==> src/design/i2cms_pkg.sv <==
// ----------------------------------------------------------------------------
// I2C master sequencer package
// Shared types, codes and defaults for the sequencer and its write queue.
// ----------------------------------------------------------------------------
`default_nettype none

package i2cms_pkg;

  // Default depth of the write data queue.
  localparam int unsigned WQ_DEPTH_DEF = 4;

  // Request codes on the input channel.
  localparam logic [1:0] REQ_TICK = 2'd0;
  localparam logic [1:0] REQ_CMD  = 2'd1;
  localparam logic [1:0] REQ_PUSH = 2'd2;

  // Transfer kinds.
  localparam logic [1:0] KIND_READ      = 2'd0;
  localparam logic [1:0] KIND_WRITE     = 2'd1;
  localparam logic [1:0] KIND_REG_READ  = 2'd2;
  localparam logic [1:0] KIND_REG_WRITE = 2'd3;

  // Most significant bit of a byte.
  localparam logic [7:0] BYTE_MSB = 8'h80;

  // Bus sequencing phases. Every send phase is followed by its acknowledge.
  typedef enum logic [4:0] {
    PH_IDLE        = 5'd0,
    PH_START_A     = 5'd1,
    PH_SEND_ADDR_A = 5'd2,
    PH_ACK_ADDR_A  = 5'd3,
    PH_SEND_REG    = 5'd4,
    PH_ACK_REG     = 5'd5,
    PH_START_B     = 5'd6,
    PH_SEND_ADDR_B = 5'd7,
    PH_ACK_ADDR_B  = 5'd8,
    PH_SEND_DATA   = 5'd9,
    PH_ACK_DATA    = 5'd10,
    PH_READ        = 5'd11,
    PH_MACK        = 5'd12,
    PH_STOP        = 5'd13,
    PH_WAIT_DATA   = 5'd14
  } phase_t;

  // Control from the sequencer to the write queue.
  typedef struct packed {
    logic push;
    logic pop;
  } wq_ctl_t;

endpackage

`default_nettype wire

==> src/design/i2c_master_sequencer.sv <==
// ----------------------------------------------------------------------------
// I2C master sequencer
// Steps an I2C master through start, address, register, data, acknowledge
// and stop intervals, one bus interval per tick transaction.
// ----------------------------------------------------------------------------
//
//   Channel   Direction  Handshake             Contents
//   in_*      input      in_valid / in_ready   tick, command or write byte
//   out_*     output     out_valid / out_ready bus levels, read byte, status
//
// Every input transaction yields one result transaction in the cycle after
// its acceptance. A transaction is taken every cycle unless a held result is
// stalled by out_ready; the sequencer state and the result register are
// updated in the cycle of acceptance by one pass of logic. The result register
// is the only buffer: in_ready follows out_ready while a result is held. Reset
// (rst_n low, synchronous) returns to idle with an empty write queue.
`default_nettype none

module i2c_master_sequencer #(
  parameter int unsigned WRITE_QUEUE_DEPTH = i2cms_pkg::WQ_DEPTH_DEF
) (
  input  wire logic       clk,
  input  wire logic       rst_n,
  input  wire logic       in_valid,
  output logic            in_ready,
  input  wire logic [1:0] in_req_type,
  input  wire logic [1:0] in_transfer_kind,
  input  wire logic [6:0] in_target_address,
  input  wire logic [7:0] in_register_index,
  input  wire logic [7:0] in_byte_count,
  input  wire logic [7:0] in_write_data,
  input  wire logic       in_sda_sampled,
  output logic            out_valid,
  input  wire logic       out_ready,
  output logic            out_scl_level,
  output logic            out_sda_level,
  output logic            out_sda_output_enable,
  output logic [7:0]      out_read_data,
  output logic            out_read_valid,
  output logic            out_transfer_done,
  output logic            out_transfer_ok,
  output logic            out_busy_res,
  output logic            out_data_wanted
);

  localparam int unsigned CW = $clog2(WRITE_QUEUE_DEPTH + 1);

  // Sequencer state.
  i2cms_pkg::phase_t phase_r, phase_nxt;
  logic [1:0] tick_r, tick_nxt;
  logic [2:0] bit_r, bit_nxt;
  logic [7:0] shift_r, shift_nxt;
  logic [7:0] bytes_r, bytes_nxt;
  logic [1:0] kind_r, kind_nxt;
  logic [6:0] addr_r, addr_nxt;
  logic [7:0] reg_r, reg_nxt;
  logic       failed_r, failed_nxt;

  // Result register.
  logic       out_valid_r;
  logic       scl_r, scl_nxt;
  logic       sda_r, sda_nxt;
  logic       oe_r, oe_nxt;
  logic [7:0] rdata_r, rdata_nxt;
  logic       rvalid_r, rvalid_nxt;
  logic       done_r, done_nxt;
  logic       ok_r, ok_nxt;
  logic       busy_r, busy_nxt;
  logic       wanted_r, wanted_nxt;

  // Queue interface and step requests.
  i2cms_pkg::wq_ctl_t wq_ctl;
  logic [7:0]         q_head;
  logic [CW-1:0]      q_count;
  logic               accept;
  logic               do_data_step, do_read_step, do_enter;
  i2cms_pkg::phase_t  enter_ph;

  assign in_ready = !out_valid_r || out_ready;
  assign accept   = in_valid && in_ready;

  i2cms_wq #(
    .DEPTH(WRITE_QUEUE_DEPTH)
  ) u_wq (
    .clk      (clk),
    .rst_n    (rst_n),
    .ctl      (wq_ctl),
    .push_data(in_write_data),
    .head     (q_head),
    .count    (q_count)
  );

  // One pass over the accepted transaction: next state and result.
  always_comb begin
    phase_nxt  = phase_r;
    tick_nxt   = tick_r;
    bit_nxt    = bit_r;
    shift_nxt  = shift_r;
    bytes_nxt  = bytes_r;
    kind_nxt   = kind_r;
    addr_nxt   = addr_r;
    reg_nxt    = reg_r;
    failed_nxt = failed_r;
    scl_nxt    = 1'b0;
    sda_nxt    = 1'b0;
    oe_nxt     = 1'b0;
    rdata_nxt  = 8'h00;
    rvalid_nxt = 1'b0;
    done_nxt   = 1'b0;
    ok_nxt     = 1'b0;
    wanted_nxt = 1'b0;
    busy_nxt   = (phase_r != i2cms_pkg::PH_IDLE) || (in_req_type == i2cms_pkg::REQ_CMD);
    wq_ctl     = '0;
    do_data_step = 1'b0;
    do_read_step = 1'b0;
    do_enter     = 1'b0;
    enter_ph     = i2cms_pkg::PH_IDLE;

    if (in_req_type != i2cms_pkg::REQ_TICK) begin
      // Command and push transactions touch no bus levels.
      if (in_req_type == i2cms_pkg::REQ_CMD && phase_r == i2cms_pkg::PH_IDLE) begin
        kind_nxt   = in_transfer_kind;
        addr_nxt   = in_target_address;
        reg_nxt    = in_register_index;
        bytes_nxt  = in_byte_count;
        failed_nxt = 1'b0;
        do_enter   = 1'b1;
        enter_ph   = i2cms_pkg::PH_START_A;
      end else if (in_req_type == i2cms_pkg::REQ_PUSH) begin
        wq_ctl.push = 1'b1;
      end
    end else begin
      unique case (phase_r)
        i2cms_pkg::PH_IDLE: begin
          scl_nxt = 1'b1;
          sda_nxt = 1'b1;
        end
        i2cms_pkg::PH_START_A, i2cms_pkg::PH_START_B: begin
          oe_nxt  = 1'b1;
          scl_nxt = !tick_r[1];
          sda_nxt = (tick_r == 2'd0);
          if (tick_r[1]) begin
            do_enter = 1'b1;
            if (phase_r == i2cms_pkg::PH_START_A) begin
              shift_nxt = {addr_r, (kind_r == i2cms_pkg::KIND_READ)};
              enter_ph  = i2cms_pkg::PH_SEND_ADDR_A;
            end else begin
              shift_nxt = {addr_r, 1'b1};
              enter_ph  = i2cms_pkg::PH_SEND_ADDR_B;
            end
          end else begin
            tick_nxt = tick_r + 1'b1;
          end
        end
        i2cms_pkg::PH_SEND_ADDR_A, i2cms_pkg::PH_SEND_REG,
        i2cms_pkg::PH_SEND_ADDR_B, i2cms_pkg::PH_SEND_DATA: begin
          oe_nxt  = 1'b1;
          sda_nxt = (shift_r & i2cms_pkg::BYTE_MSB) != 8'h00;
          scl_nxt = (tick_r == 2'd1);
          if (tick_r[1]) begin
            shift_nxt = {shift_r[6:0], 1'b0};
            tick_nxt  = 2'd0;
            if (bit_r == 3'd7) begin
              do_enter = 1'b1;
              enter_ph = i2cms_pkg::phase_t'(phase_r + 5'd1);
            end else begin
              bit_nxt = bit_r + 1'b1;
            end
          end else begin
            tick_nxt = tick_r + 1'b1;
          end
        end
        i2cms_pkg::PH_ACK_ADDR_A, i2cms_pkg::PH_ACK_REG,
        i2cms_pkg::PH_ACK_ADDR_B, i2cms_pkg::PH_ACK_DATA: begin
          sda_nxt = 1'b1;
          if (tick_r == 2'd0) begin
            scl_nxt = 1'b1;
            if (in_sda_sampled) begin
              failed_nxt = 1'b1;
            end
            tick_nxt = 2'd1;
          end else if (failed_r) begin
            do_enter = 1'b1;
            enter_ph = i2cms_pkg::PH_STOP;
          end else if (phase_r == i2cms_pkg::PH_ACK_ADDR_A) begin
            if (kind_r == i2cms_pkg::KIND_READ) begin
              do_read_step = 1'b1;
            end else if (kind_r == i2cms_pkg::KIND_WRITE) begin
              do_data_step = 1'b1;
            end else begin
              shift_nxt = reg_r;
              do_enter  = 1'b1;
              enter_ph  = i2cms_pkg::PH_SEND_REG;
            end
          end else if (phase_r == i2cms_pkg::PH_ACK_REG) begin
            if (kind_r == i2cms_pkg::KIND_REG_READ) begin
              do_enter = 1'b1;
              enter_ph = i2cms_pkg::PH_START_B;
            end else begin
              do_data_step = 1'b1;
            end
          end else if (phase_r == i2cms_pkg::PH_ACK_ADDR_B) begin
            do_read_step = 1'b1;
          end else begin
            do_data_step = 1'b1;
          end
        end
        i2cms_pkg::PH_READ: begin
          sda_nxt = 1'b1;
          scl_nxt = !tick_r[1];
          if (tick_r == 2'd1) begin
            shift_nxt = {shift_r[6:0], in_sda_sampled};
          end
          if (tick_r[1]) begin
            tick_nxt = 2'd0;
            if (bit_r == 3'd7) begin
              rvalid_nxt = 1'b1;
              rdata_nxt  = shift_r;
              bytes_nxt  = bytes_r - 1'b1;
              do_enter   = 1'b1;
              enter_ph   = i2cms_pkg::PH_MACK;
            end else begin
              bit_nxt = bit_r + 1'b1;
            end
          end else begin
            tick_nxt = tick_r + 1'b1;
          end
        end
        i2cms_pkg::PH_MACK: begin
          oe_nxt  = 1'b1;
          sda_nxt = (bytes_r == 8'd0);
          scl_nxt = (tick_r == 2'd1);
          if (tick_r[1]) begin
            do_read_step = 1'b1;
          end else begin
            tick_nxt = tick_r + 1'b1;
          end
        end
        i2cms_pkg::PH_STOP: begin
          oe_nxt  = 1'b1;
          scl_nxt = 1'b1;
          sda_nxt = (tick_r != 2'd0);
          if (tick_r == 2'd0) begin
            tick_nxt = 2'd1;
          end else begin
            done_nxt = 1'b1;
            ok_nxt   = !failed_r;
            do_enter = 1'b1;
            enter_ph = i2cms_pkg::PH_IDLE;
          end
        end
        i2cms_pkg::PH_WAIT_DATA: begin
          oe_nxt  = 1'b1;
          sda_nxt = 1'b1;
          if (q_count == '0) begin
            wanted_nxt = 1'b1;
          end else begin
            do_data_step = 1'b1;
          end
        end
        default: begin
          scl_nxt  = 1'b1;
          sda_nxt  = 1'b1;
          do_enter = 1'b1;
          enter_ph = i2cms_pkg::PH_IDLE;
        end
      endcase
    end

    // Resolve the shared data and read steps into a phase entry.
    if (do_data_step) begin
      do_enter = 1'b1;
      if (bytes_r == 8'd0) begin
        enter_ph = i2cms_pkg::PH_STOP;
      end else if (q_count != '0) begin
        wq_ctl.pop = 1'b1;
        shift_nxt  = q_head;
        bytes_nxt  = bytes_r - 1'b1;
        enter_ph   = i2cms_pkg::PH_SEND_DATA;
      end else begin
        enter_ph = i2cms_pkg::PH_WAIT_DATA;
      end
    end
    if (do_read_step) begin
      do_enter = 1'b1;
      if (bytes_r == 8'd0) begin
        enter_ph = i2cms_pkg::PH_STOP;
      end else begin
        shift_nxt = 8'h00;
        enter_ph  = i2cms_pkg::PH_READ;
      end
    end
    if (do_enter) begin
      phase_nxt = enter_ph;
      tick_nxt  = 2'd0;
      bit_nxt   = 3'd0;
    end

    // Nothing changes without an accepted transaction.
    if (!accept) begin
      wq_ctl = '0;
    end
  end

  // Sequencer state registers.
  always_ff @(posedge clk) begin
    if (!rst_n) begin
      phase_r  <= i2cms_pkg::PH_IDLE;
      tick_r   <= '0;
      bit_r    <= '0;
      shift_r  <= '0;
      bytes_r  <= '0;
      kind_r   <= '0;
      addr_r   <= '0;
      reg_r    <= '0;
      failed_r <= 1'b0;
    end else if (accept) begin
      phase_r  <= phase_nxt;
      tick_r   <= tick_nxt;
      bit_r    <= bit_nxt;
      shift_r  <= shift_nxt;
      bytes_r  <= bytes_nxt;
      kind_r   <= kind_nxt;
      addr_r   <= addr_nxt;
      reg_r    <= reg_nxt;
      failed_r <= failed_nxt;
    end
  end

  // Result valid flag.
  always_ff @(posedge clk) begin
    if (!rst_n) begin
      out_valid_r <= 1'b0;
    end else if (accept) begin
      out_valid_r <= 1'b1;
    end else if (out_ready) begin
      out_valid_r <= 1'b0;
    end
  end

  // Result payload.
  always_ff @(posedge clk) begin
    if (accept) begin
      scl_r    <= scl_nxt;
      sda_r    <= sda_nxt;
      oe_r     <= oe_nxt;
      rdata_r  <= rdata_nxt;
      rvalid_r <= rvalid_nxt;
      done_r   <= done_nxt;
      ok_r     <= ok_nxt;
      busy_r   <= busy_nxt;
      wanted_r <= wanted_nxt;
    end
  end

  assign out_valid             = out_valid_r;
  assign out_scl_level         = scl_r;
  assign out_sda_level         = sda_r;
  assign out_sda_output_enable = oe_r;
  assign out_read_data         = rdata_r;
  assign out_read_valid        = rvalid_r;
  assign out_transfer_done     = done_r;
  assign out_transfer_ok       = ok_r;
  assign out_busy_res          = busy_r;
  assign out_data_wanted       = wanted_r;

  // Idle always sits at the first interval and first bit.
  a_idle_clean: assert property (@(posedge clk) disable iff (!rst_n)
    (phase_r == i2cms_pkg::PH_IDLE) |-> (tick_r == 2'd0 && bit_r == 3'd0))
    else $error("idle phase with nonzero interval or bit counter");

  // A finished stop returns the sequencer to idle.
  a_stop_to_idle: assert property (@(posedge clk) disable iff (!rst_n)
    (accept && in_req_type == i2cms_pkg::REQ_TICK && phase_r == i2cms_pkg::PH_STOP &&
     tick_r == 2'd1) |=> (phase_r == i2cms_pkg::PH_IDLE && out_transfer_done))
    else $error("stop did not finish into idle");

  // A paused bus never reports a finished transfer or a read byte.
  a_wanted_alone: assert property (@(posedge clk) disable iff (!rst_n)
    (out_valid_r && out_data_wanted) |-> (!out_transfer_done && !out_read_valid &&
     !out_scl_level))
    else $error("data request together with bus activity");

  // The queue never holds more than its depth.
  a_queue_bound: assert property (@(posedge clk) disable iff (!rst_n)
    q_count <= CW'(WRITE_QUEUE_DEPTH))
    else $error("write queue count beyond depth");

endmodule

`default_nettype wire

==> src/design/i2cms_wq.sv <==
// ----------------------------------------------------------------------------
// I2C master sequencer write queue
// Small FIFO of write data bytes; a push into a full queue is dropped.
// ----------------------------------------------------------------------------
`default_nettype none

module i2cms_wq #(
  parameter int unsigned DEPTH = i2cms_pkg::WQ_DEPTH_DEF
) (
  input  wire logic                       clk,
  input  wire logic                       rst_n,
  input  wire i2cms_pkg::wq_ctl_t         ctl,
  input  wire logic [7:0]                 push_data,
  output logic      [7:0]                 head,
  output logic      [$clog2(DEPTH+1)-1:0] count
);

  localparam int unsigned PW = (DEPTH > 1) ? $clog2(DEPTH) : 1;
  localparam int unsigned CW = $clog2(DEPTH + 1);

  logic [7:0]    mem_r [DEPTH];
  logic [PW-1:0] rd_ptr_r, rd_ptr_nxt;
  logic [PW-1:0] wr_ptr_r, wr_ptr_nxt;
  logic [CW-1:0] count_r, count_nxt;
  logic          push_ok, pop_ok;

  // Qualify requests against the fill level.
  assign push_ok = ctl.push && (count_r != CW'(DEPTH));
  assign pop_ok  = ctl.pop && (count_r != '0);

  // Pointer wrap and fill count.
  always_comb begin
    rd_ptr_nxt = rd_ptr_r;
    wr_ptr_nxt = wr_ptr_r;
    count_nxt  = count_r;
    if (push_ok) begin
      wr_ptr_nxt = (wr_ptr_r == PW'(DEPTH - 1)) ? '0 : wr_ptr_r + 1'b1;
    end
    if (pop_ok) begin
      rd_ptr_nxt = (rd_ptr_r == PW'(DEPTH - 1)) ? '0 : rd_ptr_r + 1'b1;
    end
    if (push_ok && !pop_ok) begin
      count_nxt = count_r + 1'b1;
    end else if (pop_ok && !push_ok) begin
      count_nxt = count_r - 1'b1;
    end
  end

  always_ff @(posedge clk) begin
    if (!rst_n) begin
      rd_ptr_r <= '0;
      wr_ptr_r <= '0;
      count_r  <= '0;
    end else begin
      rd_ptr_r <= rd_ptr_nxt;
      wr_ptr_r <= wr_ptr_nxt;
      count_r  <= count_nxt;
    end
  end

  // Data storage needs no reset; only counted entries are read.
  always_ff @(posedge clk) begin
    if (push_ok) begin
      mem_r[wr_ptr_r] <= push_data;
    end
  end

  assign head  = mem_r[rd_ptr_r];
  assign count = count_r;

endmodule

`default_nettype wire

==> config.mk <==
export PLATFORM = sky130hd
export DESIGN_NAME = i2c_master_sequencer
export DESIGN_NICKNAME = d
export VERILOG_FILES = /design/src/design/i2cms_pkg.sv /design/src/design/i2c_master_sequencer.sv /design/src/design/i2cms_wq.sv
export SDC_FILE = /design/constraint.sdc
export NUM_CORES = 1
export LEC_CHECK = 0
export BUFFER_PORTS_ARGS = -buffer_cell sky130_fd_sc_hd__buf_2
export CORE_MARGIN = 2
export CORE_UTILIZATION = 40
export DETAILED_ROUTE_END_ITERATION = 6
export GPL_TIMING_DRIVEN = 0
export PLACE_DENSITY = 0.68
export SKIP_CTS_REPAIR_TIMING = 1
export SLEW_MARGIN = 20
export SYNTH_ARGS = -nofsm -noshare
export SYNTH_HDL_FRONTEND = slang
export SYNTH_SLANG_ARGS = --single-unit
==> constraint.sdc <==
create_clock -name clk -period 9.37 [get_ports clk]
set_input_delay 0.937 -clock clk [delete_from_list [all_inputs] [get_ports clk]]
set_output_delay 0.937 -clock clk [all_outputs]
set_load 0.02 [all_outputs]
# ---- Word-level counts from Yosys, hierarchy flattened
# Memory sizes are Yosys's and may differ from the RTL's. A register that Yosys moved wholly into a read port is not among the register bits.
# Index checks and enable logic that the tools add are counted.
dict set report totals {
  register_bits 68
  latchBits 0
  ramBits 32
  romBits 0
  inputBits 40
  memories 1
}
# name depth word_bits read_ports rd_ports_with_merged_regs wr line_no
set mem_list {}
lappend mem_list {u_wq.mem_r 4 8 1 1 1 i2cms_wq.sv:21} ;# logic [7:0] mem_r [DEPTH];
dict set report classes {
  addsub 8
  n_mul 0
  div_mod_pow 0
  magnitude_cmp 0
  n_eq_ne 28
  shift 0
  n_mux 118
  n_bitwise 5
  reduce_logical 51
}
# cell count
set op_table {}
lappend op_table {{two-way mux 8 bit} 22}
lappend op_table {{two-way mux 1 bit} 52}
lappend op_table {{two-way mux 3 bit} 16}
lappend op_table {{two-way mux 5 bit} 8}
lappend op_table {{== test 5 x 4 -> 1 bit (second input constant)} 7}
lappend op_table {{case mux 8 bit (4 select lines)} 1}
lappend op_table {{== test 5 x 3 -> 1 bit (second input constant)} 4}
lappend op_table {{two-way mux 2 bit} 10}
lappend op_table {{case mux 5 bit (4 select lines)} 1}
lappend op_table {{nonzero test 2 bit} 9}
lappend op_table {{AND reduction 5 bit} 3}
lappend op_table {{OR reduction 5 bit} 3}
lappend op_table {{OR reduction 3 bit} 4}
lappend op_table {{OR reduction 4 bit} 3}
lappend op_table {{== test 5 x 2 -> 1 bit (second input constant)} 2}
lappend op_table {{OR reduction 9 bit} 1}
lappend op_table {{== test 2 bit (second input constant)} 4}
lappend op_table {{logical NOT 8 bit} 1}
lappend op_table {{two-way mux 4 bit} 2}
lappend op_table {{case mux 1 bit (4 select lines)} 2}
lappend op_table {{OR reduction 2 bit} 4}
lappend op_table {{subtractor 8 x 1 -> 8 bit (second input constant)} 1}
lappend op_table {{adder 2 x 1 -> 2 bit (second input constant)} 3}
lappend op_table {{adder 3 x 1 -> 3 bit (second input constant)} 2}
lappend op_table {{other kinds (26)} 45}

# ---- Logic depth before layout (Yosys ltp)
dict set report depth {
  depth_word 15
  ltp_mapped 15
  mapped_depth_nobuf 13
}

# ---- Modules after synthesis
# A second synthesis with hierarchy kept.
dict set report hier_totals {
  cells_unflattened 591
  area_unflattened_um2 5596.6
}
# module n_inst cells_each area_per_inst_um2 seq_area_each_um2
set modules_own_cells {}
lappend modules_own_cells {i2c_master_sequencer 1 500 3951.3 1381.3}
lappend modules_own_cells {i2cms_wq 1 91 1645.3 1141.1}

# ---- Worst setup path before layout
# Ideal clock, no wire load.
dict set report synth_timing {
  kind {input -> register}
  from {in in_req_type[1]}
  to {reg u_wq.count_r[2] (netlist: u_wq.count[2])}
  setup_ns 0.071
  arrival_ns 3.315
  required_ns 9.299
  slack_ns 5.984
  path_stages 12
  path_cell_list {or2_2 clkbuf_1 or3_4 a21oi_4 buf_4 nand2_1 ha_1 inv_1 fa_1 xor2_1 or3_1 a21oi_1}
}
dict set report synth_between {
  elab_chain_cells 9
}
# element line_no
set synth_lines {}
lappend synth_lines {{start, declared} i2c_master_sequencer.sv:26} ;# input wire logic [1:0] in_req_type,
lappend synth_lines {{== test 2 bit or == test 2 x 1 -> 1 bit (tied branches)} {i2c_master_sequencer.sv:129, i2c_master_sequencer.sv:121}}
lappend synth_lines {{two-way mux 1 bit or logical AND 1 bit (tied branches)} {i2c_master_sequencer.sv:129, i2c_master_sequencer.sv:121}}
lappend synth_lines {{two-way mux 1 bit} i2c_master_sequencer.sv:121} ;# if (in_req_type == i2cms_pkg::REQ_CMD && phase_r == i2cms_pkg::PH_IDLE) begin
lappend synth_lines {{two-way mux 1 bit} i2c_master_sequencer.sv:119} ;# if (in_req_type != i2cms_pkg::REQ_TICK) begin
lappend synth_lines {{two-way mux 2 bit *} i2c_master_sequencer.sv:300} ;# if (!accept) begin
lappend synth_lines {{logical AND 1 bit} i2cms_wq.sv:28} ;# assign push_ok = ctl.push && (count_r != CW'(DEPTH));
lappend synth_lines {{logical NOT 1 bit} i2cms_wq.sv:44} ;# end else if (pop_ok && !push_ok) begin
lappend synth_lines {{logical AND 1 bit} i2cms_wq.sv:44}
lappend synth_lines {{nonzero test 2 bit (no line)} --}
lappend synth_lines {{end signal, assigned} i2cms_wq.sv:57} ;# count_r <= count_nxt;
lappend synth_lines {{end, declared} i2cms_wq.sv:24} ;# logic [CW-1:0] count_r, count_nxt;
# Every way passes the cells marked *; elsewhere a longest branch is shown, timed or not.
# A chain may end at the register's enable or synchronous reset.

# ---- Worst setup path after layout
dict set report layout_timing {
  from {reg phase_r[0]}
  to {reg u_wq.count_r[2] (netlist: u_wq.count[2])}
}
dict set report layout_between {
  elab_chain_cells 14
}
# element line_no
set layout_lines {}
lappend layout_lines {{start, declared} i2c_master_sequencer.sv:49} ;# i2cms_pkg::phase_t phase_r, phase_nxt;
lappend layout_lines {{start signal, assigned} i2c_master_sequencer.sv:308} ;# phase_r <= i2cms_pkg::PH_IDLE;
lappend layout_lines {{start signal, assigned} i2c_master_sequencer.sv:318} ;# phase_r <= phase_nxt;
lappend layout_lines {{== test 5 x 4 -> 1 bit} {i2c_master_sequencer.sv:133, i2c_master_sequencer.sv:202}}
lappend layout_lines {{two-way mux 1 bit} i2c_master_sequencer.sv:202} ;# end else if (phase_r == i2cms_pkg::PH_ACK_ADDR_B) begin
lappend layout_lines {{two-way mux 1 bit} i2c_master_sequencer.sv:195} ;# end else if (phase_r == i2cms_pkg::PH_ACK_REG) begin
lappend layout_lines {{two-way mux 1 bit} i2c_master_sequencer.sv:185} ;# end else if (phase_r == i2cms_pkg::PH_ACK_ADDR_A) begin
lappend layout_lines {{two-way mux 1 bit} i2c_master_sequencer.sv:182} ;# end else if (failed_r) begin
lappend layout_lines {{two-way mux 1 bit} i2c_master_sequencer.sv:176} ;# if (tick_r == 2'd0) begin
lappend layout_lines {{case mux 1 bit (2 select lines)} i2c_master_sequencer.sv:133} ;# unique case (phase_r)
lappend layout_lines {{two-way mux 1 bit} i2c_master_sequencer.sv:119}
lappend layout_lines {{two-way mux 1 bit} i2c_master_sequencer.sv:271} ;# if (do_data_step) begin
lappend layout_lines {{two-way mux 2 bit *} i2c_master_sequencer.sv:300}
lappend layout_lines {{logical AND 1 bit} i2cms_wq.sv:29} ;# assign pop_ok = ctl.pop && (count_r != '0);
lappend layout_lines {{logical NOT 1 bit} i2cms_wq.sv:42} ;# if (push_ok && !pop_ok) begin
lappend layout_lines {{logical AND 1 bit} i2cms_wq.sv:42}
lappend layout_lines {{two-way mux 3 bit or nonzero test 2 bit (tied branches)} --}
# Marks and branches as above.

==> results.md <==
Floorplan:
- The floorplan has 43 rows.
- The height of the chip is around 120 um.
- The die covers 15,200 um^2.
- The area of the core region is 13,900 um^2.
- Pin placement for this block handled 58 I/O pins.
- From left edge to right edge, the die measures between 100 and 150 um.
- For this configuration, the core starts out at a cell density of 0.411.

Critical path:
- The largest individual stage delay along the critical path comes from the cell clkbuf_1.
- At the worst endpoint, the required time is 9650 ps.
- The number of cells on the worst reg-to-reg path is 15.
- The endpoint kind of the worst setup timing path is a flip-flop.
- The end of the worst register-to-register path is u_wq.count[2].
- The category of cells accounting for the largest share of critical-path delay is simple AND/OR/NAND/NOR gates.
- The critical path launch point type is a flip-flop.
- In this run the register-to-register setup slack is around 5700 ps.
- The signal on the critical path passes through inv_1, ha_1, clkbuf_1, nor2_1, o22ai_1, nand4_1, a21oi_4, buf_4, nand2_1, ha_1, inv_1, fa_1, xor2_1, or3_1, a21oi_1.
- The largest fanout on the critical path is 10.
- The startpoint identified for the worst register-to-register timing path is phase_r[0].
- For the worst setup path, the data arrival time is 4000 ps.
- The critical path class is flip-flop to flip-flop.
- The number of buffer and inverter instances along the worst setup path is 4.
- In this design, the stage delay of the slowest critical-path cell is 380 ps.

Min path:
- The type of the worst min-delay path is flip-flop to flip-flop.
- The worst hold path cell count is 2.
- The startpoint identified for the worst hold timing path is reg_r[2].
- The hold path endpoint is reg_r[2].

Timing:
- Derived from the worst setup path, the maximum achievable clock frequency is 269 MHz.
- The number of failing setup endpoints in the final timing report is 0.
- Across the routed clock network, the largest skew measured is 5.74 ps.
- The shortest period the worst path allows is approximately 3700 ps.
- The transition time at the pin with the least slew margin is 1060 ps.
- Setup repair after global routing left no endpoint under its margin.
- The count of final hold-check violations is 0.
- The final worst setup slack is around 5700 ps.
- The count of pins over their slew limit is 0.
- For the final routed database, the setup TNS stands at 0 ps.
- Of the available clock period, the critical path in the final layout requires 0.397.
- The worst pin sits at a relative slew slack of 0.289.

Run status:
- The flow ran to the end, and the final reports show no timing, DRC or antenna violations.

Global routing:
- The first-pass GRT wire length is 27,200 um.
- Entering global routing, the biggest net connects 26 pins.
- Across every metal layer, demand over resource in global routing totals 0.235.
- The number of antenna violations at the first check in global routing is 0.
- The residual overflow from global routing is 0.
- The via count of the first global-routing pass is 4,968.

Clock tree:
- The later pin in the worst-skew pair is clocked with a latency of 350 ps.
- The cell chosen for the clock root is clkbuf_16.
- Counting every sink on the clock net gives 102.
- TritonCTS built the clock tree.
- The largest buffer count on any clock path is 2.
- The H-tree generated during clock tree synthesis spans 3 levels.
- The register clock-pin slew on the reported worst setup and hold paths is 80 ps.
- Counting the buffers created by CTS gives 9.

Synthesis:
- For this run, the number of Yosys warnings is 0.
- The mapped netlist covers 5700 um^2.
- The unique cell type count in the Yosys netlist is approximately 90.
- The number of standard cells after synthesis is ~590.
- The number of flops mapped to enable cells by yosys is 48.
- For this run, the register share of the synthesized area comes to 0.443.
- After synthesis, the share of flip-flops with an asynchronous set or reset is 0.
- The most used flip-flop cell after synthesis is dfxtp_1.
- Dividing the synthesized area by the synthesized cell count gives 9.61 um^2.
- Counting flops and latches in the post-synthesis netlist gives between 100 and 150.
- The number of nets in the synthesized netlist is between 600 and 700.

Cells and area:
- The count of nets after finishing is 715.
- In the layout the commonest cells are 75 x nand2_1, 62 x buf_2, 54 x dfxtp_1, 48 x edfxtp_1, 45 x a21oi_1.
- The area of the multi-input gates is 2900 um^2.
- The layout overhead on the synthesized area is 14.2%.
- The area occupied by registers is around 2500 um^2.
- The number of diodes added for antenna fixing is 0.
- Once layout is complete, the utilization of the core stands at 0.469.
- The share of cells above drive strength 1 is 0.207.
- The library cell used most frequently in the layout, excluding fill and tap cells, is nand2_1.
- Fill cells in the final layout number 1,334.

Pwr:
- Of the total power, registers draw 0.493.
- Of the total power, the share spent switching nets is 0.281.
- Of the total power, combinational logic draws 0.131.
- For this design the static power due to leakage is roughly 2.3 nW.
- The share of total power dissipated in the clock network is 0.376.
- The internal portion of the total power is 711 uW.
- After layout, the design draws a total of 989 uW.
- IR analysis of the VDD net gives a maximum drop of 0.000108 V.
- The switching power is 278 uW.
- For this design the ratio of total power to cell area is 152 nW/um^2.

Routing:
- Summing over every cut layer, the via total after detailed routing is 5,066.
- In the routed design, unresolved DRC markers number 0.
- For this block, the routed nets add up to 17,200 um of wire.
- The count of nets left with antenna violations after detail routing is 0.
- The number of vias per cell is around 6.
- In the final routed layout, each cell accounts on average for 20.3 um.
- The DRC violation total after the first TritonRoute iteration is approximately 520.
- The detailed-router iteration count before antenna repair is 5.

Placed design:
- The final RePlAce weighted congestion is roughly 0.96.
- Buffers placed on the I/O ports in this run total 57.
- Prior to clock tree synthesis, the placed netlist has a worst setup slack of 5420 ps.
- The final HPWL from detailed placement is 12,700 um.

Run:
- The number of max-cap violations is 0.
## area by class of cell
cell class                      instances  share of cell area
Timing Repair Buffer                   57              0.0438
Multi-Input combinational cell        435               0.446
Clock inverter                          7              0.0111
Inverter                               17             0.00980
Tap cell                              180              0.0346
Buffer                                 39              0.0325
Sequential cell                       102               0.388
Clock buffer                            9              0.0346
## worst max path at each step
| stage | from | end | slack [ps] | cells past startpoint |
|---|---|---|---|---|
| 6_report | phase_r[0] | u_wq.count[2] | 5650 | 15 |
| 4_1_cts | phase_r[0] | u_wq.count[2] | 5730 | 15 |
| 2_1_floorplan | in_req_type[1] | u_wq.count[2] | 5980 | 12 |
| 3_3_place_gp | in_req_type[0] | u_wq.count[2] | 5480 | 13 |
| 5_1_grt | phase_r[0] | u_wq.count[2] | 5420 | 15 |
| 3_5_place_dp | out_ready | u_wq.count[2] | 5420 | 10 |
## cell usage after synthesis (all sizes together) (8+ instances only)
master,count,area share
mux2,8,0.016
edfxtp,48,0.25
nor3,16,0.015
ha,13,0.029
clkbuf,22,0.016
or3,9,0.011
nor2,41,0.027
a211oi,8,0.015
nand3,26,0.023
inv,17,0.011
mux4,8,0.032
nand2b,9,0.010
a21oi,46,0.042
a31oi,17,0.019
dfxtp,54,0.19
nand2,75,0.049
o21ai,37,0.033
and2,17,0.019
buf,17,0.021
## power groups by stage
stage	sequential [mW]	combinational, mW	clock (mW)
floorplan	0.501	0.0782	0
global placement	0.497	0.123	0
detailed placement	0.498	0.126	0
CTS	0.488	0.127	0.379
global route	0.489	0.141	0.392
finish	0.488	0.129	0.372
## per-stage QoR
stage / std cells / hold slack, ps / area [um^2]
finish: 846 / 465 / 6510
floorplan: 593 / 433 / 5700
global placement: 830 / 448 / 6210
global route: 846 / 491 / 6510
detailed placement: 830 / 454 / 6210
CTS: 846 / 465 / 6510
## worst reg2reg max path, cell delays in order, from the launching register on
cell      delay (ps)
dfxtp_1          370
inv_1            130
ha_1             150
clkbuf_1         380
nor2_1           200
o22ai_1          330
nand4_1          300
a21oi_4          380
buf_4            270
nand2_1           90
ha_1             260
inv_1             70
fa_1             180
xor2_1            80
or3_1            330
a21oi_1          140
## cells by family after synthesis
logic type | after synthesis | share of synthesized area
adders and majority gates | 14 | 0.0321
xor gates and xnor gates | 5 | 0.00769
and+or+nand+nor | 229 | 0.207
AOI/OAI and AO/OA | 166 | 0.206
buffers and inverters | 56 | 0.0481
muxes | 21 | 0.0569
DFF | 102 | 0.443
## per-layer routing
| metal | routed length (um) | track usage | vias to the layer above |
|---|---|---|---|
| met4 | 400 | 0.0746 | 0 |
| met3 | 1290 | 0.0484 | 32 |
| met1 | 7730 | 0.328 | 2460 |
| li1 | - | - | 2352 |
| met5 | 0 | 0 | - |
| met2 | 7750 | 0.366 | 222 |
## flip-flops by register name, summed over array words and instances, names as in the netlist, 3 cells and up, named ones only
register	count
u_wq.mem_r	32
bytes_r	8
out_read_data	8
reg_r	8
shift_r	8
addr_r	7
phase_r	5
bit_r	3
u_wq.count	3
Power figures use the tool's default switching activity.
